`src/rtl/core/ntg_pkg.sv`:
```
// Shared types, constants and the tanh table for the NARMA target generator.
`default_nettype none

package ntg_pkg;

   localparam int SAMPLE_W  = 16;  // Q1.15 input sample
   localparam int TARGET_W  = 16;  // Q2.14 output
   localparam int ORDER_W   = 6;
   localparam int SEEN_W    = 6;
   localparam int WS_W      = 22;  // running window sum, Q8.14
   localparam int ACC_W     = 49;  // Q44 accumulator
   localparam int MUL_A_W   = 38;
   localparam int MUL_B_W   = 18;
   localparam int PROD_W    = MUL_A_W + MUL_B_W;
   localparam int TANH_W    = 15;
   localparam int FRAC_W    = 42;  // tanh table step is 0.25 in Q44
   localparam int HALF_W    = FRAC_W / 2;
   localparam int IDX_W     = 5;
   localparam int ROUND_SH  = 30;  // Q44 down to Q14

   localparam logic [ORDER_W-1:0] ORDER_RESET   = 6'd10;
   localparam int                 ORDER_MIN     = 5;
   localparam int                 ORDER_LIN_MAX = 10;
   localparam logic [SEEN_W-1:0]  SEEN_MAX      = 6'd63;

   localparam logic [SAMPLE_W-1:0] SIGN_FLIP = 16'h8000;

   localparam logic signed [MUL_B_W-1:0] ALPHA_Q16 = 18'sd19661;  // 0.3
   localparam logic signed [MUL_B_W-1:0] BETA_Q16  = 18'sd3277;   // 0.05

   localparam logic signed [ACC_W-1:0] DELTA_LO = 49'sd1759218604442;   // 0.1
   localparam logic signed [ACC_W-1:0] DELTA_HI = 49'sd175921860444;    // 0.01
   localparam logic signed [ACC_W-1:0] ONE_Q44  = 49'sd17592186044416;
   localparam logic signed [ACC_W-1:0] HALF_Q30 = 49'sd536870912;

   localparam logic [ACC_W-1:0]  TANH_SAT = 49'd87960930222080;  // 5.0 in Q44
   localparam logic [TANH_W-1:0] TANH_TOP = 15'd16383;

   typedef enum logic [3:0] {
      ST_IDLE,
      ST_ALPHA,
      ST_CROSS,
      ST_BETA,
      ST_INPUT,
      ST_SUM,
      ST_ROUND,
      ST_TANH_HI,
      ST_TANH_LO,
      ST_TANH_OUT,
      ST_WRITE
   } ntg_state_type;

   // tanh at steps of 0.25 over [0,5], Q14
   function automatic logic [TANH_W-1:0] tanh_lut(input logic [IDX_W:0] idx);
      logic [TANH_W-1:0] val;
      case (idx)
         6'd0:    val = 15'd0;
         6'd1:    val = 15'd4013;
         6'd2:    val = 15'd7571;
         6'd3:    val = 15'd10406;
         6'd4:    val = 15'd12478;
         6'd5:    val = 15'd13898;
         6'd6:    val = 15'd14830;
         6'd7:    val = 15'd15423;
         6'd8:    val = 15'd15795;
         6'd9:    val = 15'd16024;
         6'd10:   val = 15'd16165;
         6'd11:   val = 15'd16251;
         6'd12:   val = 15'd16303;
         6'd13:   val = 15'd16335;
         6'd14:   val = 15'd16354;
         6'd15:   val = 15'd16366;
         6'd16:   val = 15'd16373;
         6'd17:   val = 15'd16377;
         6'd18:   val = 15'd16380;
         6'd19:   val = 15'd16382;
         default: val = TANH_TOP;
      endcase
      return val;
   endfunction

endpackage

`default_nettype wire

```
`src/rtl/core/ntg_ram.sv`:
```
// Generic single-write, single-read RAM with registered read data.
`default_nettype none

module ntg_ram #(
   parameter int WIDTH = 32,
   parameter int DEPTH = 32
) (
   input  wire logic                     clock,
   input  wire logic                     wr_en,
   input  wire logic [$clog2(DEPTH)-1:0] wr_addr,
   input  wire logic [WIDTH-1:0]         wr_data,
   input  wire logic                     rd_en,
   input  wire logic [$clog2(DEPTH)-1:0] rd_addr,
   output logic      [WIDTH-1:0]         rd_data
);

   logic [WIDTH-1:0] mem_ff [DEPTH];

   always_ff @(posedge clock) begin
      if (wr_en) begin
         mem_ff[wr_addr] <= wr_data;
      end
      if (rd_en) begin
         rd_data <= mem_ff[rd_addr];
      end
   end

endmodule

`default_nettype wire

```
`src/rtl/core/narma_target_generator.sv`:
```
// Top level of the NARMA target generator: sequencer, shared multiplier and history RAM.
//
// Streaming NARMA system of order N (csr_system_order, saturated to [5, MAX_ORDER]).
// Each item on the req_ channel is a Q1.15 sample; each produces exactly one
// rsp_ item: target_out in Q2.14 clamped to [-1,1], and warmed_up, which is set
// once N earlier samples have been seen (before that target_out is 0). For
// N <= 10 the recurrence is clamped and rounded; for N >= 11 it passes through a
// piecewise-linear tanh. All products go through one 38x18 signed multiplier
// stepped by a small sequencer, so the block takes the next item only after the
// last one leaves the write state; warm-up items go straight there, the tanh
// path adds states, and a stalled result register holds the item there. req_stall
// stays high while an item is in work. The output and input histories share one
// RAM of MAX_ORDER entries; entries not yet written since reset are never read,
// since the delayed tap only comes into use after warm-up, so no clearing pass
// is needed. Writing csr_system_order (taken only while idle) restarts warm-up.
`default_nettype none

module narma_target_generator #(
   parameter int MAX_ORDER = 32
) (
   input  wire logic                                clock,
   input  wire logic                                reset,
   // input items
   input  wire logic                                req_valid,
   output logic                                     req_stall,
   input  wire logic signed [ntg_pkg::SAMPLE_W-1:0] req_sample_in,
   // result items
   output logic                                     rsp_valid,
   input  wire logic                                rsp_stall,
   output logic signed [ntg_pkg::TARGET_W-1:0]      rsp_target_out,
   output logic                                     rsp_warmed_up,
   // configuration
   input  wire logic                                csr_valid,
   output logic                                     csr_ready,
   input  wire logic [ntg_pkg::ORDER_W-1:0]         csr_system_order
);

   import ntg_pkg::*;

   localparam int AW     = $clog2(MAX_ORDER);
   localparam int NW_RAW = $clog2(MAX_ORDER + 1);
   localparam int OW     = (NW_RAW > ORDER_W) ? NW_RAW : ORDER_W;
   localparam int RAM_W  = TARGET_W + SAMPLE_W;

   // sequencer
   ntg_state_type state_ff, state_in;

   // stream state
   logic [ORDER_W-1:0]         order_ff, order_in;
   logic signed [WS_W-1:0]     ws_ff, ws_in;
   logic [AW-1:0]              wp_ff, wp_in;
   logic [SEEN_W-1:0]          seen_ff, seen_in;
   logic signed [TARGET_W-1:0] last_y_ff, last_y_in;

   // per-item datapath
   logic [SAMPLE_W-1:0]        ucur_ff, ucur_in;
   logic                       warm_ff, warm_in;
   logic signed [PROD_W-1:0]   prod_ff, prod_in;
   logic signed [ACC_W-1:0]    acc_ff, acc_in;
   logic [ACC_W-1:0]           mag_ff, mag_in;
   logic                       neg_ff, neg_in;
   logic [PROD_W-1:0]          tsum_ff, tsum_in;
   logic signed [TARGET_W-1:0] y_ff, y_in;

   // result register
   logic                       rsp_valid_ff, rsp_valid_in;
   logic signed [TARGET_W-1:0] rsp_target_ff, rsp_target_in;
   logic                       rsp_warm_ff, rsp_warm_in;

   // control
   logic                       req_take;
   logic                       csr_take;
   logic                       out_free;
   logic                       retire;
   logic [OW-1:0]              order_ext;
   logic [OW-1:0]              order_n;
   logic                       warm_now;
   logic                       use_tanh;
   logic [OW-1:0]              wp_ext;
   logic [OW-1:0]              old_pos;

   // shared multiplier
   logic signed [MUL_A_W-1:0]  mul_a;
   logic signed [MUL_B_W-1:0]  mul_b;
   logic signed [PROD_W-1:0]   mul_p;

   // history RAM
   logic                       ram_wr_en;
   logic [RAM_W-1:0]           ram_wr_data;
   logic                       ram_rd_en;
   logic [RAM_W-1:0]           ram_rd_data;
   logic signed [TARGET_W-1:0] old_y;
   logic [SAMPLE_W-1:0]        old_u;

   // datapath helpers
   logic signed [ACC_W-1:0]    prod_acc;
   logic signed [ACC_W-1:0]    clamp_v;
   logic signed [ACC_W-1:0]    lin_v;
   logic [IDX_W-1:0]           tanh_idx;
   logic [TANH_W-1:0]          tanh_base;
   logic [TANH_W-1:0]          tanh_diff;
   logic [PROD_W-1:0]          tanh_total;
   logic [TANH_W-1:0]          tanh_mag;

   //------------------------------------------------------------------------
   // Order, warm-up and ring positions
   //------------------------------------------------------------------------
   always_comb begin
      order_ext = OW'(order_ff);
      if (order_ext < OW'(ORDER_MIN)) begin
         order_n = OW'(ORDER_MIN);
      end else if (order_ext > OW'(MAX_ORDER)) begin
         order_n = OW'(MAX_ORDER);
      end else begin
         order_n = order_ext;
      end
   end

   assign warm_now = OW'(seen_ff) >= order_n;
   assign use_tanh = order_n > OW'(ORDER_LIN_MAX);
   assign wp_ext   = OW'(wp_ff);

   // slot written N items ago
   always_comb begin
      if (wp_ext >= order_n) begin
         old_pos = wp_ext - order_n;
      end else begin
         old_pos = wp_ext + OW'(MAX_ORDER) - order_n;
      end
   end

   assign req_take = req_valid && !req_stall;
   assign csr_take = csr_valid && csr_ready;
   assign out_free = !rsp_valid_ff || !rsp_stall;
   assign retire   = (state_ff == ST_WRITE) && out_free;

   //------------------------------------------------------------------------
   // Next state
   //------------------------------------------------------------------------
   always_comb begin
      state_in = state_ff;
      unique case (state_ff)
         ST_IDLE: begin
            if (req_take) begin
               state_in = warm_now ? ST_ALPHA : ST_WRITE;
            end
         end
         ST_ALPHA:    state_in = ST_CROSS;
         ST_CROSS:    state_in = ST_BETA;
         ST_BETA:     state_in = ST_INPUT;
         ST_INPUT:    state_in = ST_SUM;
         ST_SUM:      state_in = ST_ROUND;
         ST_ROUND:    state_in = use_tanh ? ST_TANH_HI : ST_WRITE;
         ST_TANH_HI:  state_in = ST_TANH_LO;
         ST_TANH_LO:  state_in = ST_TANH_OUT;
         ST_TANH_OUT: state_in = ST_WRITE;
         ST_WRITE: begin
            if (out_free) begin
               state_in = ST_IDLE;
            end
         end
         default:     state_in = ST_IDLE;
      endcase
   end

   //------------------------------------------------------------------------
   // Sequencer outputs: handshakes, RAM strobes, multiplier operands
   //------------------------------------------------------------------------
   always_comb begin
      req_stall = 1'b1;
      csr_ready = 1'b0;
      ram_rd_en = 1'b0;
      ram_wr_en = 1'b0;
      mul_a     = '0;
      mul_b     = '0;
      unique case (state_ff)
         ST_IDLE: begin
            // config has priority over a sample in the same cycle
            csr_ready = 1'b1;
            req_stall = csr_valid;
            ram_rd_en = req_take && warm_now;
         end
         ST_ALPHA: begin
            // y[t-1] * 0.3
            mul_a = {{(MUL_A_W-TARGET_W){last_y_ff[TARGET_W-1]}}, last_y_ff};
            mul_b = ALPHA_Q16;
         end
         ST_CROSS: begin
            // y[t-1] * window sum
            mul_a = {{(MUL_A_W-WS_W){ws_ff[WS_W-1]}}, ws_ff};
            mul_b = {{(MUL_B_W-TARGET_W){last_y_ff[TARGET_W-1]}}, last_y_ff};
         end
         ST_BETA: begin
            mul_a = prod_ff[MUL_A_W-1:0];
            mul_b = BETA_Q16;
         end
         ST_INPUT: begin
            // u'[t-N] * u'[t], both unsigned
            mul_a = {{(MUL_A_W-SAMPLE_W){1'b0}}, old_u};
            mul_b = {{(MUL_B_W-SAMPLE_W){1'b0}}, ucur_ff};
         end
         ST_TANH_HI: begin
            mul_a = {{(MUL_A_W-HALF_W){1'b0}}, mag_ff[FRAC_W-1:HALF_W]};
            mul_b = {{(MUL_B_W-TANH_W){1'b0}}, tanh_diff};
         end
         ST_TANH_LO: begin
            mul_a = {{(MUL_A_W-HALF_W){1'b0}}, mag_ff[HALF_W-1:0]};
            mul_b = {{(MUL_B_W-TANH_W){1'b0}}, tanh_diff};
         end
         ST_WRITE: begin
            ram_wr_en = out_free;
         end
         default: begin
         end
      endcase
   end

   assign mul_p = mul_a * mul_b;

   //------------------------------------------------------------------------
   // Datapath
   //------------------------------------------------------------------------
   assign old_y    = ram_rd_data[RAM_W-1:SAMPLE_W];
   assign old_u    = ram_rd_data[SAMPLE_W-1:0];
   assign prod_acc = prod_ff[ACC_W-1:0];

   // linear path: clamp to [-1,1], round half up to Q14
   always_comb begin
      if (acc_ff > ONE_Q44) begin
         clamp_v = ONE_Q44;
      end else if (acc_ff < -ONE_Q44) begin
         clamp_v = -ONE_Q44;
      end else begin
         clamp_v = acc_ff;
      end
      lin_v = (clamp_v + HALF_Q30) >>> ROUND_SH;
   end

   // tanh path: table base plus interpolated fraction
   assign tanh_idx   = mag_ff[FRAC_W+IDX_W-1:FRAC_W];
   assign tanh_base  = tanh_lut({1'b0, tanh_idx});
   assign tanh_diff  = tanh_lut({1'b0, tanh_idx} + 1'b1) - tanh_base;
   assign tanh_total = tsum_ff + PROD_W'(prod_ff) + (PROD_W'(1) << (FRAC_W - 1));

   always_comb begin
      if (mag_ff >= TANH_SAT) begin
         tanh_mag = TANH_TOP;
      end else begin
         tanh_mag = tanh_base + TANH_W'(tanh_total[PROD_W-1:FRAC_W]);
      end
   end

   always_comb begin
      ucur_in   = ucur_ff;
      warm_in   = warm_ff;
      prod_in   = mul_p;
      acc_in    = acc_ff;
      mag_in    = mag_ff;
      neg_in    = neg_ff;
      tsum_in   = tsum_ff;
      y_in      = y_ff;
      order_in  = order_ff;
      ws_in     = ws_ff;
      wp_in     = wp_ff;
      seen_in   = seen_ff;
      last_y_in = last_y_ff;

      case (state_ff)
         ST_IDLE: begin
            if (csr_take) begin
               order_in  = csr_system_order;
               ws_in     = '0;
               wp_in     = '0;
               seen_in   = '0;
               last_y_in = '0;
            end else if (req_take) begin
               ucur_in = req_sample_in ^ SIGN_FLIP;
               warm_in = warm_now;
               y_in    = '0;
            end
         end
         ST_CROSS: begin
            acc_in = (prod_acc <<< 14) + (use_tanh ? DELTA_HI : DELTA_LO);
         end
         ST_INPUT: begin
            acc_in = acc_ff + prod_acc;
         end
         ST_SUM: begin
            // 1.5 * u'u' in Q44 is 3 * product << 9
            acc_in = acc_ff + ((prod_acc + (prod_acc <<< 1)) <<< 9);
         end
         ST_ROUND: begin
            y_in   = lin_v[TARGET_W-1:0];
            neg_in = acc_ff[ACC_W-1];
            mag_in = acc_ff[ACC_W-1] ? ACC_W'(-acc_ff) : ACC_W'(acc_ff);
         end
         ST_TANH_LO: begin
            tsum_in = PROD_W'(prod_ff) << HALF_W;
         end
         ST_TANH_OUT: begin
            y_in = neg_ff ? -$signed({1'b0, tanh_mag}) : $signed({1'b0, tanh_mag});
         end
         ST_WRITE: begin
            if (out_free) begin
               ws_in = ws_ff + WS_W'(y_ff) - (warm_ff ? WS_W'(old_y) : WS_W'(0));
               wp_in = (wp_ff == AW'(MAX_ORDER - 1)) ? '0 : wp_ff + 1'b1;
               if (seen_ff != SEEN_MAX) begin
                  seen_in = seen_ff + 1'b1;
               end
               last_y_in = y_ff;
            end
         end
         default: begin
         end
      endcase
   end

   assign ram_wr_data = {y_ff, ucur_ff};

   // result register loads when the item retires
   always_comb begin
      rsp_valid_in  = rsp_valid_ff && rsp_stall;
      rsp_target_in = rsp_target_ff;
      rsp_warm_in   = rsp_warm_ff;
      if (retire) begin
         rsp_valid_in  = 1'b1;
         rsp_target_in = y_ff;
         rsp_warm_in   = warm_ff;
      end
   end

   //------------------------------------------------------------------------
   // Registers
   //------------------------------------------------------------------------
   always_ff @(posedge clock) begin
      if (reset) begin
         state_ff     <= ST_IDLE;
         order_ff     <= ORDER_RESET;
         ws_ff        <= '0;
         wp_ff        <= '0;
         seen_ff      <= '0;
         last_y_ff    <= '0;
         rsp_valid_ff <= 1'b0;
      end else begin
         state_ff     <= state_in;
         order_ff     <= order_in;
         ws_ff        <= ws_in;
         wp_ff        <= wp_in;
         seen_ff      <= seen_in;
         last_y_ff    <= last_y_in;
         rsp_valid_ff <= rsp_valid_in;
      end
   end

   always_ff @(posedge clock) begin
      ucur_ff       <= ucur_in;
      warm_ff       <= warm_in;
      prod_ff       <= prod_in;
      acc_ff        <= acc_in;
      mag_ff        <= mag_in;
      neg_ff        <= neg_in;
      tsum_ff       <= tsum_in;
      y_ff          <= y_in;
      rsp_target_ff <= rsp_target_in;
      rsp_warm_ff   <= rsp_warm_in;
   end

   assign rsp_valid      = rsp_valid_ff;
   assign rsp_target_out = rsp_target_ff;
   assign rsp_warmed_up  = rsp_warm_ff;

   //------------------------------------------------------------------------
   // History RAM: {output, scaled input} per slot
   //------------------------------------------------------------------------
   ntg_ram #(
      .WIDTH (RAM_W),
      .DEPTH (MAX_ORDER)
   ) u_history (
      .clock   (clock),
      .wr_en   (ram_wr_en),
      .wr_addr (wp_ff),
      .wr_data (ram_wr_data),
      .rd_en   (ram_rd_en),
      .rd_addr (old_pos[AW-1:0]),
      .rd_data (ram_rd_data)
   );

endmodule

`default_nettype wire

```
`config.mk`:
```
export PLATFORM = sky130hd
export DESIGN_NAME = narma_target_generator
export DESIGN_NICKNAME = d
export VERILOG_FILES = /design/src/rtl/core/ntg_pkg.sv /design/src/rtl/core/ntg_ram.sv /design/src/rtl/core/narma_target_generator.sv
export SDC_FILE = /design/constraint.sdc
export NUM_CORES = 2
export LEC_CHECK = 0
export BUFFER_PORTS_ARGS = -buffer_cell sky130_fd_sc_hd__buf_2
export CAP_MARGIN = 0
export CORE_UTILIZATION = 40
export CTS_BUF_LIST = sky130_fd_sc_hd__clkbuf_2 sky130_fd_sc_hd__clkbuf_4 sky130_fd_sc_hd__clkbuf_8
export DETAILED_ROUTE_END_ITERATION = 12
export PLACE_DENSITY_LB_ADDON = 0.2
export SETUP_SLACK_MARGIN = 0.05
export SYNTH_ARGS = -nofsm -noshare
export SYNTH_HDL_FRONTEND = slang
export SYNTH_SLANG_ARGS = --single-unit
```
`constraint.sdc`:
```
create_clock -name clock -period 15.7 [get_ports clock]
set_clock_uncertainty 0.15 [all_clocks]
set_input_delay 3.14 -clock clock [delete_from_list [all_inputs] [get_ports clock]]
set_output_delay 3.14 -clock clock [all_outputs]
set_load 0.02 [all_outputs]
```
==> Flow_metrics.wiki <==
{| class="wikitable"
! Metric !! Value
|-
| Outcome || finished, final reports clean
|-
| Synthesized Nets || 8,717
|-
| Pwr/cell area || 151 mW/mm^2
|-
| Initial standard-cell utilization of the core || 40.3%
|-
| Initial DRT Pass Iterations || 8
|-
| Count of instances resized after the clock tree is built || 0
|-
| VDD IR-drop max || 0.282 mV
|-
| Synthesis-to-layout area growth || 9.64%
|-
| CP peak stage delay || 1030 ps
|-
| Per-instance average area after synthesis || 11.7 um^2
|-
| Worst flop-to-flop path endpoint || prod_ff[55]
|-
| Unrepaired setup endpoints after global routing || false
|-
| Proportion of synthesized chip area in sequential cells || 44.9%
|-
| Dominant combinational cell family by area after synthesis || adder cells
|-
| Count of flip-flops with a built-in enable after synthesis || 1,240
|-
| Type of destination of the critical path || flip-flop
|-
| Worst EP arrival || 13,930 ps
|-
| PortBufs || 46
|-
| Global-route wire length before repair || 409,000 um
|-
| YS warnings || 0
|-
| Placement-stage worst setup slack || 2840 ps
|-
| Routed wire per std cell || 25.7 um
|-
| Number of buffers inserted by post-CTS setup repair || 0
|-
| Startpoint of the worst register-to-register path || mag_ff[42]
|-
| Fin nets || 8,795
|-
| Setup Total Neg Slack || 0 ps
|-
| Compound-gate portion of the synthesized area || 7.80%
|-
| Largest net degree at the start of global routing || 129
|-
| Non-filler instance count after layout || 10,800
|-
| Area share of the largest cell type after synthesis || 41.9%
|-
| Fraction of the mapped netlist area in simple logic gates || 10.5%
|-
| Die Y || 473 um
|-
| Startpoint kind of the worst setup timing path || flip-flop
|-
| Crit-path most repeated cell || fa_1
|-
| Post-synthesis sequential element count || 1,370
|-
| Drt total wl || 278,000 um
|-
| Share of synthesized registers carrying an async set or reset || 0%
|-
| Dpl cells || 10,400
|-
| Top Ports || 47
|-
| Cell variety after synth || 84
|-
| Synth top area cells || edfxtp_1 (42%), fa_1 (15%), mux4_2 (6.5%), ha_1 (5.9%), nand2_1 (4.5%)
|-
| Final clock period utilization by the worst path || 84.0%
|-
| Number of antenna violations at the first check in global routing || 8
|-
| Synthesized netlist cell count || 7,590
|-
| Layout filler cell count || 20,400
|-
| Max-Slew Margin vs Limit || 9.97%
|-
| Least setup slack across all paths after layout || 2510 ps
|-
| # Max-Cap Violations || 0
|-
| Std cell rows || 172
|-
| Total Die Area || 0.224 mm^2
|-
| Layout cell share with drive strength beyond 1 || 11.3%
|-
| Via count of the first global-routing pass || 60,900
|-
| H-tree levels || 4
|-
| Worst EP required || 16,430 ps
|-
| Inserted Clock Buffers || 217
|-
| Post-route antenna net violation count || 0
|-
| Clock slew at the register clock pins of the worst setup and hold paths || 60 ps
|-
| Capture point of the worst path || prod_ff[55]
|-
| Clock sinks || 1,370
|-
| Most frequently used cell type in the post-synthesis netlist || edfxtp_1
|-
| Root cell of the clock tree || clkbuf_8
|-
| XOR/XNOR share of the synthesized area || 3.30%
|-
| Post-placement cell area || 0.0930 mm^2
|-
| Post-Synth Adder-Cell Area || 21.2%
|-
| Crit. Startpoint || mag_ff[42]
|-
| Worst-Margin Slew || 1350 ps
|-
| Via count || 60,400
|-
| Min Tclk post-route || 13,190 ps
|-
| Clock tree from TritonCTS || done
|-
| Most frequent cells after synthesis || edfxtp_1 (1,240), nand2_1 (1,070), inv_1 (1,017)
|-
| Final hold violation count || 0
|-
| Kind of critical path || flip-flop to flip-flop
|-
| Setup slack, reg-to-reg || 2510 ps
|-
| Area of all placed cells without fillers || 0.0973 mm^2
|-
| Area inside the core boundary || 0.220 mm^2
|-
| DRC violation total after the first TritonRoute iteration || 6,554
|-
| Setup-failing EPs final || 0
|-
| Worst reg-to-reg path cell count || 42
|-
| Library cell with the largest summed area after synthesis || edfxtp_1
|-
| Pleak || 38.1 nW
|-
| Path category of the worst min-delay check || flip-flop to flip-flop
|-
| Netlist area before placement || 0.0888 mm^2
|-
| Vias per std cell || 5.59
|-
| Residual DRC count || 0
|-
| Remaining global-route overflow || 0
|-
| Slowest stage cell on the critical path || o21ai_0
|-
| Number of hold-repair buffers added at the cts stage || 0
|-
| Global placer's final weighted congestion || 0.974
|-
| Worst-skew pair later-pin latency || 970 ps
|-
| Post-synth top flop || edfxtp_1
|-
| GRT Resource Usage Total || 24.9%
|-
| Maximum fanout count along the critical path || 14
|-
| Die X || 473 um
|-
| Number of pins with negative max-slew slack in the final report || 0
|-
| Maximum frequency from static timing analysis || 75.8 MHz
|-
| Portion of netlist area occupied by mux cells || 6.60%
|-
| Maximum clock path buffer count || 3
|-
| Detailed-placement wirelength estimate || 194,000 um
|-
| Worst slack on hold paths || 345 ps
|}
==> flip-flops by register name (all words and copies together) (netlist names), 16 cells and up <==
name and cells:
acc_ff 49, u_history.mem_ff 1024, tsum_ff 35, mag_ff 49, u_history.rd_data 32, last_y_ff 16, ucur_ff 16, y_ff 16
rsp_target_out 16, prod_ff 56, ws_ff 22
==> worst min path at each step <==
stage / start / to / slack, ps / cells after the start
6_report: order_ext[0] / order_ext[0] / 350 / 2
5_1_grt: order_ext[0] / order_ext[0] / 370 / 2
4_1_cts: order_ext[0] / order_ext[0] / 350 / 2
3_5_place_dp: order_ext[0] / order_ext[0] / 340 / 2
3_3_place_gp: ws_ff[19] / ws_ff[19] / 330 / 2
2_1_floorplan: acc_ff[48] / neg_ff / 270 / 0
==> layout by cell type (no fill, tap or decap), types with 223 or more instances in the layout <==
cell	Yosys	final
a21oi_1	279	278
clkbuf_8	0	224
edfxtp_1	1240	1240
fa_1	678	677
ha_1	422	421
inv_1	1017	1016
mux4_2	257	257
nand2_1	1070	1069
nand3_1	261	261
nor2_1	374	337
o21ai_0	230	227
xnor2_1	226	223
==> cell families after synthesis <==
family / count (synthesis)
AO/OA/AOI/OAI: 1070
XOR/XNOR: 332
AND/OR/NAND/NOR: 2108
multiplexers: 264
adder cells (fa/ha/maj): 1101
flip-flops: 1370
buffers and inverters: 1345
==> per-layer routing <==
| metal | global-route usage (%) | part of all wire [%] | vias up |
|---|---|---|---|
| met5 | 0 | 0 | - |
| met3 | 3.32 | 7.1 | 369 |
| met1 | 36.5 | 45 | 31200 |
| li1 | - | - | 26500 |
| met2 | 38.4 | 45 | 2344 |
| met4 | 7.60 | 2.9 | 0 |
==> per-stage QoR <==
stage,utilization (%),power (mW)
after floorplan,-,9.13
after global placement,42.2,11.6
after detailed placement,42.2,11.6
after CTS,44.2,14.7
after global routing,44.2,15.5
final,44.2,14.7
==> cell type report <==
cell class                 count  area (um^2)  area share, %
sequential                  1370        39800           40.9
inverter                    1018         3820           3.93
clock buffer                 275         3470           3.56
clock inverter               116          896          0.920
antenna                        2         5.00        0.00514
multi-input combinational   4875        44300           45.5
tap                         2958         3700           3.80
timing repair buffer         186         1290           1.33
==> power by group <==
group / switching (mW) / total [mW] / internal, mW
combinational: 4.52 / 6.96 / 2.44
sequential: 0.283 / 4.61 / 4.33
clock: 1.50 / 3.12 / 1.62
==> worst max-delay path, delay by kind of cell (launching register included) <==
kind,cells,cell delay [ps]
xor+xnor,3,1010
simple gates,3,440
flops,1,590
buf+inv,5,580
fa+ha+maj,10,4490
compound gates,21,5880
No activity file was read; power rests on OpenSTA's default activity.
